`config.mk`:
```
export PLATFORM = sky130hd
export DESIGN_NAME = heat_cool_pwm_timer
export DESIGN_NICKNAME = d
export VERILOG_FILES = /design/src/rtl/core/hcpt_pkg.sv /design/src/rtl/core/heat_cool_pwm_timer.sv /design/src/rtl/core/hcpt_duty_pipe.sv /design/src/rtl/core/hcpt_timer_core.sv
export SDC_FILE = /design/constraint.sdc
export NUM_CORES = 2
export LEC_CHECK = 0
export BUFFER_PORTS_ARGS = -buffer_cell sky130_fd_sc_hd__buf_4
export CORE_AREA = 2 2 213 215
export CTS_CLUSTER_SIZE = 24
export DETAILED_ROUTE_END_ITERATION = 8
export DIE_AREA = 0 0 215 217
export PLACE_DENSITY_LB_ADDON = 0.12
export SETUP_SLACK_MARGIN = 0.5
export SYNTH_ARGS = -nofsm -noshare
export SYNTH_HDL_FRONTEND = slang
export SYNTH_SLANG_ARGS = --single-unit
```
`constraint.sdc`:
```
create_clock -name clk_i -period 9.2 [get_ports clk_i]
set_input_delay 1.84 -clock clk_i [delete_from_list [all_inputs] [get_ports clk_i]]
set_output_delay 1.84 -clock clk_i [all_outputs]
set_load 0.02 [all_outputs]
```
`src/rtl/core/hcpt_pkg.sv`:
```
package hcpt_pkg;

  // field and register widths
  localparam int unsigned DUTY_W   = 16;
  localparam int unsigned PERIOD_W = 15;
  localparam int unsigned CFG_IDX_W = 1;

  // duty full scale in hundredths of a percent
  localparam int unsigned FULL_SCALE   = 10000;
  localparam int unsigned DUTY_FRAC_W  = $clog2(FULL_SCALE);
  localparam int unsigned RESET_PERIOD = 24999;

  // configuration register indexes
  localparam logic [CFG_IDX_W-1:0] CFG_PERIOD    = 1'b0;
  localparam logic [CFG_IDX_W-1:0] CFG_COOL_MODE = 1'b1;

  // request kinds
  typedef enum logic {
    REQ_TICK = 1'b0,
    REQ_DUTY = 1'b1
  } req_e;

  // control travelling from the duty pipeline to the timer core
  typedef struct packed {
    logic valid;
    req_e req;
    logic full;
  } pipe_item_t;

endpackage

```
`src/rtl/core/heat_cool_pwm_timer.sv`:
```
// channel   direction  handshake               payload
// in        input      in_valid_i/in_stall_o   req_type_i, duty_hundredths_i
// out       output     out_valid_o/out_stall_i heat_pin_o, cool_pin_o, counter_value_o,
//                                              counting_o
// cfg       input      cfg_we_i (no wait)      cfg_idx_i, cfg_data_i
//
// one request per cycle sustained while out_stall_i is low; requests traverse
// a five-stage duty pipeline (duty times period, reciprocal multiply, correction)
// ticks ride the same pipeline so requests finish in order
// reset stops the counter, clears count and pins, parks both compares at 24999
// empty stages fill while a result waits; in_stall_o rises only when all five
// stages hold requests and out_stall_i holds the result
module heat_cool_pwm_timer #(
  parameter int unsigned COUNT_WIDTH = 15
) (
  input  logic                               clk_i,
  input  logic                               rst_ni,
  input  logic                               in_valid_i,
  output logic                               in_stall_o,
  input  logic                               req_type_i,
  input  logic [hcpt_pkg::DUTY_W-1:0]        duty_hundredths_i,
  output logic                               out_valid_o,
  input  logic                               out_stall_i,
  output logic                               heat_pin_o,
  output logic                               cool_pin_o,
  output logic [COUNT_WIDTH-1:0]             counter_value_o,
  output logic                               counting_o,
  input  logic                               cfg_we_i,
  input  logic [hcpt_pkg::CFG_IDX_W-1:0]     cfg_idx_i,
  input  logic [hcpt_pkg::PERIOD_W-1:0]      cfg_data_i
);
  import hcpt_pkg::*;

  logic [PERIOD_W-1:0]    period_q;
  logic                   cool_mode_q;
  logic [COUNT_WIDTH-1:0] per;
  logic                   core_ready;
  pipe_item_t             item;
  logic [COUNT_WIDTH-1:0] quot;

  // configuration registers
  always_ff @(posedge clk_i or negedge rst_ni) begin
    if (!rst_ni) begin
      period_q    <= PERIOD_W'(RESET_PERIOD);
      cool_mode_q <= 1'b0;
    end else if (cfg_we_i) begin
      unique case (cfg_idx_i)
        CFG_PERIOD:    period_q    <= cfg_data_i;
        CFG_COOL_MODE: cool_mode_q <= cfg_data_i[0];
        default: ;
      endcase
    end
  end

  // period as seen by the counter compares
  assign per = COUNT_WIDTH'(period_q);

  hcpt_duty_pipe #(
    .CountWidth (COUNT_WIDTH)
  ) u_duty_pipe (
    .clk_i             (clk_i),
    .rst_ni            (rst_ni),
    .in_valid_i        (in_valid_i),
    .in_stall_o        (in_stall_o),
    .req_type_i        (req_type_i),
    .duty_hundredths_i (duty_hundredths_i),
    .per_i             (per),
    .core_ready_i      (core_ready),
    .item_o            (item),
    .quot_o            (quot)
  );

  hcpt_timer_core #(
    .CountWidth (COUNT_WIDTH)
  ) u_timer_core (
    .clk_i           (clk_i),
    .rst_ni          (rst_ni),
    .item_i          (item),
    .quot_i          (quot),
    .per_i           (per),
    .cool_mode_i     (cool_mode_q),
    .core_ready_o    (core_ready),
    .out_valid_o     (out_valid_o),
    .out_stall_i     (out_stall_i),
    .heat_pin_o      (heat_pin_o),
    .cool_pin_o      (cool_pin_o),
    .counter_value_o (counter_value_o),
    .counting_o      (counting_o)
  );

endmodule

```
`src/rtl/core/hcpt_duty_pipe.sv`:
```
module hcpt_duty_pipe #(
  parameter int unsigned CountWidth = 15
) (
  input  logic                              clk_i,
  input  logic                              rst_ni,
  input  logic                              in_valid_i,
  output logic                              in_stall_o,
  input  logic                              req_type_i,
  input  logic [hcpt_pkg::DUTY_W-1:0]       duty_hundredths_i,
  input  logic [CountWidth-1:0]             per_i,
  input  logic                              core_ready_i,
  output hcpt_pkg::pipe_item_t              item_o,
  output logic [CountWidth-1:0]             quot_o
);
  import hcpt_pkg::*;

  localparam int unsigned NumStages = 5;
  localparam int unsigned ProdW     = CountWidth + DUTY_FRAC_W;
  localparam int unsigned RecipW    = CountWidth + 1;
  localparam int unsigned WideW     = ProdW + RecipW;
  // floor(2^ProdW / full scale): quotient estimate is low by at most one
  localparam logic [RecipW-1:0] Recip = RecipW'((64'd1 << ProdW) / FULL_SCALE);

  logic [NumStages-1:0] v_q, v_d, rdy;

  // stage 1: input register
  req_e                   req1_q;
  logic [DUTY_W-1:0]      duty1_q;
  // stage 2: duty times period
  req_e                   req2_q;
  logic                   full2_q;
  logic [ProdW-1:0]       p2_q;
  // stage 3: quotient estimate
  req_e                   req3_q;
  logic                   full3_q;
  logic [ProdW-1:0]       p3_q;
  logic [CountWidth-1:0]  q0_3_q;
  // stage 4: estimate times full scale
  req_e                   req4_q;
  logic                   full4_q;
  logic [ProdW-1:0]       p4_q;
  logic [CountWidth-1:0]  q0_4_q;
  logic [ProdW-1:0]       qm4_q;
  // stage 5: corrected quotient
  req_e                   req5_q;
  logic                   full5_q;
  logic [CountWidth-1:0]  q5_q;

  logic [WideW-1:0]       recip_prod;
  logic [ProdW-1:0]       rem4;
  logic [CountWidth:0]    q_fix;

  // a stage can load when it is empty or its item moves on
  always_comb begin
    rdy[NumStages-1] = !v_q[NumStages-1] || core_ready_i;
    for (int k = NumStages - 2; k >= 0; k--) begin
      rdy[k] = !v_q[k] || rdy[k+1];
    end
  end

  assign in_stall_o = !rdy[0];

  // valid bits
  always_comb begin
    v_d = v_q;
    if (rdy[0]) begin
      v_d[0] = in_valid_i;
    end
    for (int k = 1; k < NumStages; k++) begin
      if (rdy[k]) begin
        v_d[k] = v_q[k-1];
      end
    end
  end

  always_ff @(posedge clk_i or negedge rst_ni) begin
    if (!rst_ni) begin
      v_q <= '0;
    end else begin
      v_q <= v_d;
    end
  end

  // reciprocal multiply and remainder correction
  assign recip_prod = WideW'(p2_q) * WideW'(Recip);
  assign rem4       = p4_q - qm4_q;
  assign q_fix      = (CountWidth + 1)'(q0_4_q) +
                      (CountWidth + 1)'(rem4 >= ProdW'(FULL_SCALE));

  // payload stages
  always_ff @(posedge clk_i) begin
    if (rdy[0]) begin
      req1_q  <= req_e'(req_type_i);
      duty1_q <= duty_hundredths_i;
    end
    if (rdy[1]) begin
      req2_q  <= req1_q;
      full2_q <= duty1_q >= DUTY_W'(FULL_SCALE);
      p2_q    <= ProdW'(duty1_q[DUTY_FRAC_W-1:0]) * ProdW'(per_i);
    end
    if (rdy[2]) begin
      req3_q  <= req2_q;
      full3_q <= full2_q;
      p3_q    <= p2_q;
      q0_3_q  <= recip_prod[ProdW +: CountWidth];
    end
    if (rdy[3]) begin
      req4_q  <= req3_q;
      full4_q <= full3_q;
      p4_q    <= p3_q;
      q0_4_q  <= q0_3_q;
      qm4_q   <= ProdW'(q0_3_q) * ProdW'(FULL_SCALE);
    end
    if (rdy[4]) begin
      req5_q  <= req4_q;
      full5_q <= full4_q;
      q5_q    <= q_fix[CountWidth-1:0];
    end
  end

  assign item_o.valid = v_q[NumStages-1];
  assign item_o.req   = req5_q;
  assign item_o.full  = full5_q;
  assign quot_o       = q5_q;

  // input stalls only with every stage occupied
  a_stall_full: assert property (@(posedge clk_i) disable iff (!rst_ni)
    in_stall_o |-> (&v_q))
    else $error("input stalled with a free pipeline stage");

  // quotient estimate of a partial duty is never high and at most one low
  a_rem_range: assert property (@(posedge clk_i) disable iff (!rst_ni)
    v_q[3] && req4_q == REQ_DUTY && !full4_q |->
      (p4_q >= qm4_q) && (rem4 < ProdW'(2 * FULL_SCALE)))
    else $error("reciprocal estimate out of correction range");

  // a held last stage keeps its item
  a_hold_last: assert property (@(posedge clk_i) disable iff (!rst_ni)
    v_q[NumStages-1] && !core_ready_i |=> v_q[NumStages-1])
    else $error("pipeline item dropped under stall");

endmodule

```
`src/rtl/core/hcpt_timer_core.sv`:
```
module hcpt_timer_core #(
  parameter int unsigned CountWidth = 15
) (
  input  logic                  clk_i,
  input  logic                  rst_ni,
  input  hcpt_pkg::pipe_item_t  item_i,
  input  logic [CountWidth-1:0] quot_i,
  input  logic [CountWidth-1:0] per_i,
  input  logic                  cool_mode_i,
  output logic                  core_ready_o,
  output logic                  out_valid_o,
  input  logic                  out_stall_i,
  output logic                  heat_pin_o,
  output logic                  cool_pin_o,
  output logic [CountWidth-1:0] counter_value_o,
  output logic                  counting_o
);
  import hcpt_pkg::*;

  logic                  out_valid_q, out_valid_d;
  logic [CountWidth-1:0] count_q, count_d;
  logic                  run_q, run_d;
  logic [CountWidth-1:0] heat_cmp_q, heat_cmp_d;
  logic [CountWidth-1:0] cool_cmp_q, cool_cmp_d;
  logic                  heat_lvl_q, heat_lvl_d;
  logic                  cool_lvl_q, cool_lvl_d;
  logic                  apply;

  assign core_ready_o = !out_valid_q || !out_stall_i;
  assign apply        = item_i.valid && core_ready_o;

  // result valid
  always_comb begin
    if (apply) begin
      out_valid_d = 1'b1;
    end else if (!out_stall_i) begin
      out_valid_d = 1'b0;
    end else begin
      out_valid_d = out_valid_q;
    end
  end

  // timer state update for one request
  always_comb begin
    logic [CountWidth-1:0] on_cnt;
    logic [CountWidth-1:0] cnt_inc;
    logic                  hit;
    logic                  own_lvl;
    on_cnt     = item_i.full ? per_i : quot_i;
    cnt_inc    = count_q + CountWidth'(1);
    hit        = cnt_inc == per_i;
    own_lvl    = cool_mode_i ? cool_lvl_q : heat_lvl_q;
    count_d    = count_q;
    run_d      = run_q;
    heat_cmp_d = heat_cmp_q;
    cool_cmp_d = cool_cmp_q;
    heat_lvl_d = heat_lvl_q;
    cool_lvl_d = cool_lvl_q;
    if (apply) begin
      if (item_i.req == REQ_DUTY) begin
        // selected channel takes the duty, the other is parked at the period
        if (on_cnt == '0) begin
          run_d   = 1'b0;
          count_d = '0;
          own_lvl = 1'b0;
        end else if (on_cnt >= per_i) begin
          run_d   = 1'b0;
          count_d = '0;
          own_lvl = 1'b1;
        end else begin
          if (!run_q) begin
            run_d   = 1'b1;
            own_lvl = 1'b0;
          end
        end
        if (cool_mode_i) begin
          cool_lvl_d = own_lvl;
          heat_cmp_d = per_i;
          if (on_cnt != '0 && on_cnt < per_i) begin
            cool_cmp_d = per_i - on_cnt;
          end
        end else begin
          heat_lvl_d = own_lvl;
          cool_cmp_d = per_i;
          if (on_cnt != '0 && on_cnt < per_i) begin
            heat_cmp_d = per_i - on_cnt;
          end
        end
      end else if (run_q) begin
        // timer tick: period match clears, off-compare match sets the pin
        if (heat_cmp_q != per_i) begin
          if (hit) begin
            heat_lvl_d = 1'b0;
          end else if (cnt_inc == heat_cmp_q) begin
            heat_lvl_d = 1'b1;
          end
        end
        if (cool_cmp_q != per_i) begin
          if (hit) begin
            cool_lvl_d = 1'b0;
          end else if (cnt_inc == cool_cmp_q) begin
            cool_lvl_d = 1'b1;
          end
        end
        count_d = hit ? '0 : cnt_inc;
      end
    end
  end

  always_ff @(posedge clk_i or negedge rst_ni) begin
    if (!rst_ni) begin
      out_valid_q <= 1'b0;
      count_q     <= '0;
      run_q       <= 1'b0;
      heat_cmp_q  <= CountWidth'(RESET_PERIOD);
      cool_cmp_q  <= CountWidth'(RESET_PERIOD);
      heat_lvl_q  <= 1'b0;
      cool_lvl_q  <= 1'b0;
    end else begin
      out_valid_q <= out_valid_d;
      count_q     <= count_d;
      run_q       <= run_d;
      heat_cmp_q  <= heat_cmp_d;
      cool_cmp_q  <= cool_cmp_d;
      heat_lvl_q  <= heat_lvl_d;
      cool_lvl_q  <= cool_lvl_d;
    end
  end

  assign out_valid_o     = out_valid_q;
  assign heat_pin_o      = heat_lvl_q;
  assign cool_pin_o      = cool_lvl_q;
  assign counter_value_o = count_q;
  assign counting_o      = run_q;

  // a stopped counter always reads zero
  a_stop_clear: assert property (@(posedge clk_i) disable iff (!rst_ni)
    !run_q |-> count_q == '0)
    else $error("stopped counter holds a nonzero count");

  // a duty request parks the unselected channel at the period
  a_other_parked: assert property (@(posedge clk_i) disable iff (!rst_ni)
    apply && item_i.req == REQ_DUTY |=>
      (($past(cool_mode_i) && heat_cmp_q == $past(per_i)) ||
       (!$past(cool_mode_i) && cool_cmp_q == $past(per_i))))
    else $error("unselected channel compare not set to period");

  // a tick never leaves the count sitting on a nonzero period
  a_tick_wrap: assert property (@(posedge clk_i) disable iff (!rst_ni)
    apply && item_i.req == REQ_TICK && run_q && per_i != '0 |=>
      count_q != $past(per_i))
    else $error("period match did not clear the count");

endmodule
```
==> impl_metrics.tcl <==
set metrics [dict create \
    via_per_inst 5.74 \
    die-area_um2 46700 \
    die_h_um 217 \
    wl_per_cell_um 19.9 \
    max_slew_margin_pct 39.3 \
    globalRouteTotalUtil_pct 29.9 \
    synth_cell_type_count 79 \
    crit_path_end_kind "flip-flop" \
    synthToLayoutAreaGrowth_pct 7.15 \
    first_pass_iters 5 \
    status "complete, no violations" \
    die_x_um 215 \
    startpoint_type "flip-flop" \
    dpl.cell_count 3328 \
    synth_top_cell_area_share_pct 26.7 \
    cts.clk_slew.worst_paths_ps 70 \
    root_buffer "clkbuf_16" \
    rows 78 \
    min_path_type "reg2reg" \
    arrival_ps 7380 \
    synth.most_common_cell "inv_1" \
    synth_common_cells "516 x inv_1, 380 x fa_1, 362 x ha_1, 192 x nand2_1, 170 x edfxtp_1" \
    grt_pass1_wl_mm 110 \
    fin_crit_sh_pct 76.5 \
    antenna_found_initial 1 \
    rsz0062_at_grt "false" \
    post_route_cells_drive_above_1_share_pct 6.83 \
    finalWorstSetupSlack_ps 2160 \
    synth_seq_cells 240 \
    clock_skew_ps 53.2 \
    post-place-ws_ps 2200 \
    cts_tree "built" \
    dp_hpwl_mm 54.8 \
    gp_congestion 0.976 \
    period_needed_ps 7040 \
    design_area_um2 30500 \
    ys_seq_area_share_pct 24.2 \
    cts_buffers 28 \
    pin_count 58 \
    setup_violations 0 \
    crit_path_cell_trace "nand2_1, fa_1, inv_1, fa_1, inv_1, fa_1, inv_1, fa_1, fa_1, inv_1, fa_1, inv_1, ha_1, o21ai_0, nor2_1, o21ai_0, a21boi_0, o41ai_1, o21ai_0, a21o_1, a21oi_1, xnor2_1" \
    max_freq_ghz 0.142 \
    crit_required_ps 9540 \
    synth_area_um2 28500 \
    nNetsFinal 3538 \
    finalHoldViolCount 0 \
    rrSetupSlack_ps 2160 \
    syn-mean-instance-area_um2 10.5 \
    initial_core_util_pct 63.7 \
    io_buffers 57 \
    drtAntennaViolNets 0 \
    worstMarginPinSlew_ps 910 \
    wl_mm 67.2 \
    drc 0 \
    ys_top_cells_by_area "fa_1 27%, edfxtp_1 18%, ha_1 16%" \
    synth.largest_area_cell "fa_1" \
    overflow 0 \
    finalMaxSlewViolations 0 \
    cts_resized 0 \
    cp_max_fo 23 \
    cp_slowest_cell "dfstp_2" \
    path_common_cell "fa_1" \
    cap_violations 0 \
    antenna_cells 0 \
    setup.worst_path.class "reg2reg" \
    async_flop_share_pct 29.2 \
    clockBufferDepth 3 \
    setup_tns_ps 0 \
    synth_warnings 0 \
    vias 19400 \
    postCtsSetupBuffers 0 \
    synth_flop_cell "edfxtp_1" \
    syn_nets 3503 \
    htree_levels 1 \
    placed_area_um2 29500 \
    synth_edf_count 170 \
    clock_latency_ps 600 \
    core_area_um2 44700 \
    fin_cells 3380 \
    clock_sinks 240 \
    grt_pass1_vias 20600 \
    ctsHoldBuffers 0 \
    grt_max_degree 71 \
    drtIter0Drc 1401 \
    critPathMaxStageDelay_ps 910 \
    syn_inst 2723 \
]
==> metrics by stage <==
stage	utilization, %	hold slack [ps]
final	68.2	372
after global routing	68.2	408
after CTS	68.2	362
after detailed placement	66.0	405
after global placement	66.0	402
after floorplan	-	400
==> worst max-delay path, delay by kind of cell, from the launching register on <==
kind,cells,cell delay [ps]
AOI/OAI and AO/OA,7,1850
buffers and inverters,5,240
xor gates and xnor gates,1,230
adders and majority gates,7,3300
DFF,1,910
and+or+nand+nor,2,220
==> state kept, by name, indices dropped and copies added (netlist names), 5 cells and up <==
| name | count |
|---|---|
| per | 15 |
| u_timer_core.counter_value_o | 15 |
| u_duty_pipe.p2_q | 29 |
| u_duty_pipe.p4_q | 25 |
| u_duty_pipe.q0_3_q | 15 |
| u_duty_pipe.qm4_q | 21 |
| u_duty_pipe.p3_q | 25 |
| u_duty_pipe.v_q | 5 |
| u_duty_pipe.duty1_q | 16 |
| u_duty_pipe.quot_o | 15 |
| u_duty_pipe.q0_4_q | 15 |
| u_timer_core.cool_cmp_q | 15 |
| u_timer_core.heat_cmp_q | 15 |
==> cell usage in the layout (no fill, tap or decap), types with 8 or more instances in the layout <==
master	count
a211oi_1	10
a21o_1	40
a21oi_1	95
a31oi_1	19
and2_1	112
and3_1	11
buf_4	73
clkbuf_16	28
dfrtp_1	46
dfstp_2	24
edfxtp_1	170
fa_1	380
ha_1	362
inv_1	516
mux2_2	20
mux2i_1	30
nand2_1	191
nand2b_1	21
nand3_1	39
nand4_1	27
nor2_1	110
nor2b_1	17
nor3_1	20
nor4_1	11
o21a_1	16
o21ai_0	57
o21bai_1	10
o31ai_1	12
o41ai_1	8
xnor2_1	126
xor2_1	61
==> cell families after synthesis <==
kind of cell / Yosys count / synth area share [%]
adders and majority gates: 742 / 42.6
buffers and inverters: 584 / 7.71
DFF: 240 / 24.2
AOI/OAI and AO/OA: 329 / 7.67
and+or+nand+nor: 591 / 10.2
muxes: 50 / 1.85
xor gates and xnor gates: 187 / 5.75
==> layer usage <==
| layer | vias up | GRT usage, % | routed length (um) | share of wire [%] |
|---|---|---|---|---|
| met5 | - | 0 | 0 | 0 |
| met4 | 0 | 7.54 | 1810 | 2.7 |
| met3 | 101 | 3.49 | 3300 | 4.9 |
| met2 | 510 | 50.6 | 32700 | 49 |
| met1 | 9822 | 41.6 | 29400 | 44 |
| li1 | 8961 | - | - | - |
==> final timing paths <==
path                                       from                                to  cells after the start
min in group asynchronous                rst_ni  u_timer_core.counter_value_o[10]                      1
min                        u_duty_pipe.p3_q[20]              u_duty_pipe.p4_q[20]                      0
max                                      per[7]              u_duty_pipe.p2_q[25]                     22
max in group asynchronous                rst_ni          u_timer_core.out_valid_o                      1
max reg2reg                              per[7]              u_duty_pipe.p2_q[25]                     22
min reg2reg                u_duty_pipe.p3_q[20]              u_duty_pipe.p4_q[20]                      0
==> cell type report <==
class	count	area, um^2
Fill cell	3546	14200
Tap cell	600	751
Clock inverter	22	285
Clock buffer	30	708
Timing Repair Buffer	73	548
Inverter	516	1940
Sequential cell	240	6890
Multi-Input combinational cell	1899	19400
Power is left out: the tool's default activity adds up to more than one toggle a clock period on the data nets, which glitch-free logic cannot reach.
